## config.mk

```make
export PLATFORM = sky130hd
export DESIGN_NAME = psd_queue
export DESIGN_NICKNAME = d
export VERILOG_FILES = /design/src/rtl/psd_pkg.sv /design/src/rtl/psd_queue.sv
export SDC_FILE = /design/constraint.sdc
export NUM_CORES = 1
export LEC_CHECK = 0
export BUFFER_PORTS_ARGS = -buffer_cell sky130_fd_sc_hd__buf_2
export CAP_MARGIN = 20
export CORE_MARGIN = 2
export CORE_UTILIZATION = 25
export DETAILED_ROUTE_END_ITERATION = 6
export PLACE_DENSITY = 0.44
export SYNTH_ARGS = -nofsm -noshare
export SYNTH_HDL_FRONTEND = slang
export SYNTH_SLANG_ARGS = --single-unit
```

## constraint.sdc

```tcl
create_clock -name clk -period 3.7 [get_ports clk]
set_input_delay 0 -clock clk [delete_from_list [all_inputs] [get_ports clk]]
set_output_delay 0 -clock clk [all_outputs]
set_load 0.01 [all_outputs]
```

## src/rtl/psd_pkg.sv

```systemverilog
// Shared widths, codes and the queue word type for the point-to-segment distance block.
// No dependencies; every other file of the block imports this package.
`timescale 1ns / 1ps
package psd_pkg;

  localparam int COORD_BITS = 20;
  localparam int DIFF_W     = COORD_BITS + 1;   // difference of two coordinates
  localparam int PROD_W     = 2 * DIFF_W;       // product of two differences
  localparam int SUM_W      = PROD_W + 1;       // sum of two such products
  localparam int DIST_W     = COORD_BITS + 1;   // distance and square-root width
  localparam int Q_W        = 2 * DIST_W;       // squared distance, divisor, quotient
  localparam int NUM_W      = 2 * Q_W;          // dividend of the interior case
  localparam int REM_W      = DIST_W + 2;       // square-root remainder
  localparam int QUEUE_DEPTH = 4;
  localparam int QPTR_W     = $clog2(QUEUE_DEPTH);

  typedef enum logic [1:0] {
    PART_START  = 2'd0,
    PART_INSIDE = 2'd1,
    PART_END    = 2'd2
  } part_t;

  // One classified item: the result is floor(sqrt(floor(num / den))).
  typedef struct packed {
    logic [NUM_W-1:0] num;
    logic [Q_W-1:0]   den;
    part_t            part;
  } job_t;

  typedef struct packed {
    logic full;
    logic empty;
  } q_stat_t;

endpackage

```

## src/rtl/psd_queue.sv

```systemverilog
// Short queue of classified jobs between the front end and the back end.
// Depends on psd_pkg for the job word and status types.
`timescale 1ns / 1ps
module psd_queue import psd_pkg::*; (
  input  logic    clk,
  input  logic    rst,
  input  logic    push,
  input  job_t    din,
  input  logic    pop,
  output job_t    dout,
  output q_stat_t stat
);

  job_t mem [QUEUE_DEPTH];
  logic [QPTR_W-1:0] wr_ptr, rd_ptr;
  logic [QPTR_W:0]   count;

  assign dout       = mem[rd_ptr];
  assign stat.full  = (count == (QPTR_W + 1)'(QUEUE_DEPTH));
  assign stat.empty = (count == '0);

  always_ff @(posedge clk) begin
    if (rst) begin
      wr_ptr <= '0;
      rd_ptr <= '0;
      count  <= '0;
    end else begin
      if (push) wr_ptr <= wr_ptr + 1'b1;
      if (pop)  rd_ptr <= rd_ptr + 1'b1;
      if (push && !pop) count <= count + 1'b1;
      else if (pop && !push) count <= count - 1'b1;
    end
  end

  always_ff @(posedge clk) begin
    if (push) mem[wr_ptr] <= din;
  end

endmodule

```

# Word level (Yosys, flattened, before mapping)
# Memories as Yosys holds them, arrays and structs flattened. A register that Yosys moved wholly into a read port is not among the register bits.
# Index checks and enable logic that the tools add are counted.
# op_classes
n_eq_ne	1
n_addsub	4
n_mux	6
reduce_logical	6
# op_table
op	n
3-bit 2-to-1 mux	2
2-bit by 1-bit adder with 2-bit output (second input constant)	2
2-bit 2-to-1 mux	2
3-bit by 1-bit adder with 3-bit output (second input constant)	1
3-bit equality test (second input constant)	1
3-bit zero test	1
3-bit by 1-bit subtractor with 3-bit output (second input constant)	1
1-bit logical AND	2
1-bit zero test	2
1-bit 2-to-1 mux	2
2-bit nonzero test	1
# word_totals
word_cells	21
input_bits	132
reg_bits	7
mem_count	1
out_inout_bits	130
ramBits	512
# memory_table
memory	depth	width	rd	rd_ports_with_merged_regs	wr	line	rtl
mem	4	128	1	1	1	psd_queue.sv:14	job_t mem [QUEUE_DEPTH];

# Depth between registers and ports, before layout
# logic_depth
word_depth	4
ltp_mapped	7
depth_no_buf	7

# Worst setup path after synthesis
# No wires, ideal clock.
# synth_path
path_kind	reg-to-reg
start	reg wr_ptr[0]
end	mem mem[0][0] (netlist bit) (enable)
stages_incl_launch_ff	4
t_required_ps	3198
period_less_slack_ps	3982
setup_slack_ps	-282
setup_time_ps	502
t_arrival_ps	3480
path_buffers	0
path_cell_list	dfxtp_1 inv_1 ha_1 and2_1
# synth_rtl
item	line	rtl
start: declaration	psd_queue.sv:15	logic [QPTR_W-1:0] wr_ptr, rd_ptr;
start signal: assignment	psd_queue.sv:28	if (push) wr_ptr <= wr_ptr + 1'b1;
end: declaration	psd_queue.sv:14	
# No word-level cell before the write port.

==> results.cfg <==
[cells_and_area]
seq_area_um2 = 15560
antennaDiodeCount = 0
final_nets = 1296
fill_cells = 7237
multi_input_area_um2 = 3123
syn_to_final_growth_pct = 30.11
finish.utilization = 0.3271
final_area_um2 = 24720
drive_gt1_frac = 0.4183

[min_path]
hold_depth = 2
worstHoldPathType = input pin to flop
min_to = mem[3][124]
min_from = din[124]

[die]
num_rows = 101
fp.dieW_um = 279.7
io_pins = 262
die-area_um2 = 78220
die_h_um = 279.7
core_area_um2 = 75570
start_util = 0.2514

[setup_path]
cp_max_fo = 29
rr_worst_depth = 4
end_kind = primary output
crit_required_ns = 3.70
cp.arrival_ns = 2.57
rr_endpoint = mem[2][41]
r2r_start = wr_ptr[0]
reg2reg_slack_ns = 1.75
critical_path_class = flop to primary output
critPathLaunchType = flop

[synth]
synth_top_area_frac = 0.8092
synth_ff_type = edfxtp_1
syn_inst = 712
syn-num-nets = 850
ys_seq_area_frac = 0.8186
synth_area_leaders = edfxtp_1 (81%), mux4_2 (15%), buf_12 (1.1%)
synth_edf_count = 512
ys_seq_elements = 521
yosys_warnings = 0
syn_avg_cell_area_um2 = 26.69
synth.most_common_cell = edfxtp_1
async_flop_share = 0
netlist_top_cells_count = edfxtp_1 (512), mux4_2 (128), buf_2 (13)
synth_top_area_cell = edfxtp_1
yosysUniqueCellTypes = 21
netlist_area_um2 = 19000

[grt]
grt_pass1_wl_um = 63540
grt_overflow = 0
grt_pass1_vias = 9973
grt_max_degree = 62
antenna_found_initial = 6
grt_usage = 0.1090

[placement]
io_buffer_count = 261
dp_hpwl_um = 25050
gp_congestion = 0.6670
dpl_cell_area_um2 = 21530
pre_cts_slack_ns = 1.609

[timing]
clock_skew_ns = 0.008664
post-route-period-util = 0.6953
fin_crit_ns = 2.572
hold_viol_final = 0
tns_ns = 0
setup_viol = 0
max-slew-margin-rel = 0.4578
max_slew.worst_pin.slew_ns = 0.8133
slew_violations = 0
max_freq_mhz = 388.7
rsz0062_at_grt = false
fin_ws_ns = 1.128

[clocking]
root_buffer = clkbuf_16
insertion_delay_ns = 0.60
path_clk_slew_ns = 0.06
post_cts_buffers = 0
clockBufferDepth = 3
cts_max_level = 2
cts_resized = 0
cts_tree = done
cts.sinks = 521
cts_buffers = 57

[power_and_ir_drop]
peakVddDrop_v = 0.0003186
cellPowerDensity_nw_per_um2 = 560.7
p_leak_nw = 8.254
p_total_mw = 13.86

[routing]
routed-via-count = 9009
drt-pass1-iter-count = 7
ant_nets = 0
wl_um = 42820
via_per_inst = 4.127
drc = 0
wl_per_cell_um = 19.61
drtIter0Drc = 470

[outcome]
status = completed

[run]
maxCapViolCount = 0
==> layer usage <==
layer,GRT usage,wire length [um],up-vias
met1,0.1363,18250,4739
met5,0,83,-
li1,-,-,3977
met4,0.03030,947,12
met3,0.03369,2648,81
met2,0.1824,20890,200
==> flip-flops by register name, summed over array words and instances (netlist names), named ones only <==
| register | cells |
|---|---|
| rd_ptr | 2 |
| count | 3 |
| wr_ptr | 2 |
| mem | 512 |
==> logic make-up (layout without fill, tap and decap cells) <==
| family | count (synthesis) | count (layout) | synth area share |
|---|---|---|---|
| buf+inv | 33 | 526 | 0.01752 |
| flops | 521 | 521 | 0.8186 |
| mux | 130 | 130 | 0.1528 |
| fa+ha+maj | 6 | 6 | 0.004346 |
| simple gates | 15 | 15 | 0.003885 |
| compound gates | 2 | 2 | 0.0005263 |
| xor+xnor | 5 | 5 | 0.002305 |
==> repair_timing <==
| item | 4_1_cts | 5_1_grt |
|---|---|---|
| endpoints found under the hold margin | 521 | 0 |
| hold buffers | 132 | 0 |
| endpoints found under the setup margin | 0 | 0 |
==> critical path, cell delays in order (launching register included) <==
cell,delay (ns)
dfxtp_4,0.84
buf_4,0.38
mux4_2,0.57
buf_2,0.16
==> how the worst max path moves through the flow <==
stage	endpoint	slack, ns	depth (start not counted)
6_report	dout[78]	1.13	3
5_1_grt	dout[47]	0.90	3
4_1_cts	dout[78]	0.93	3
3_5_place_dp	dout[78]	1.61	3
3_3_place_gp	dout[47]	1.61	3
2_1_floorplan	mem[2][0]	1.14	3
==> cell type report <==
class / instances / area share
Multi-Input combinational cell: 158 / 0.1263
Inverter: 4 / 0.0006073
Sequential cell: 521 / 0.6295
Tap cell: 978 / 0.04950
Clock buffer: 71 / 0.06316
Clock inverter: 35 / 0.01255
Timing Repair Buffer: 416 / 0.1183
==> power breakdown <==
group | internal [mW] | total, mW | leakage, nW | switching (mW)
Clock | 3.33 | 5.61 | 0.912 | 2.28
Combinational | 0.663 | 1.37 | 2.56 | 0.708
Sequential | 6.78 | 6.88 | 4.78 | 0.0977
Total | 10.8 | 13.9 | 8.25 | 3.09
==> per-stage QoR <==
step,std cells,hold slack (ns)
6_report,2183,0.1498
5_1_grt,2183,0.1087
4_1_cts,2183,0.09602
3_5_place_dp,1945,0.2171
3_3_place_gp,1945,0.2120
2_1_floorplan,712,0.09887
==> layout by cell type, fill, tap and decap left out, types with 2 or more instances in the layout <==
cell type      synthesis  layout
bufinv_16              0       5
xor2_1                 3       3
mux4_2               128     128
clkbuf_8               0       4
inv_1                  4       4
ha_1                   5       5
buf_12                10      10
dlygate4sd3_1          0     132
nor2_1                 7       7
clkbuf_1               2       8
dfxtp_4                0       2
and2_4                 0       4
clkinvlp_4             0       4
inv_6                  0       2
xnor2_1                2       2
clkinv_1               0      12
clkinv_2               0      10
mux2i_1                2       2
buf_4                  0      13
edfxtp_1             512     512
dfxtp_1                9       7
buf_2                 13     261
clkinv_4               0       2
clkbuf_16              0      59
(Power assumes the default switching activity.)
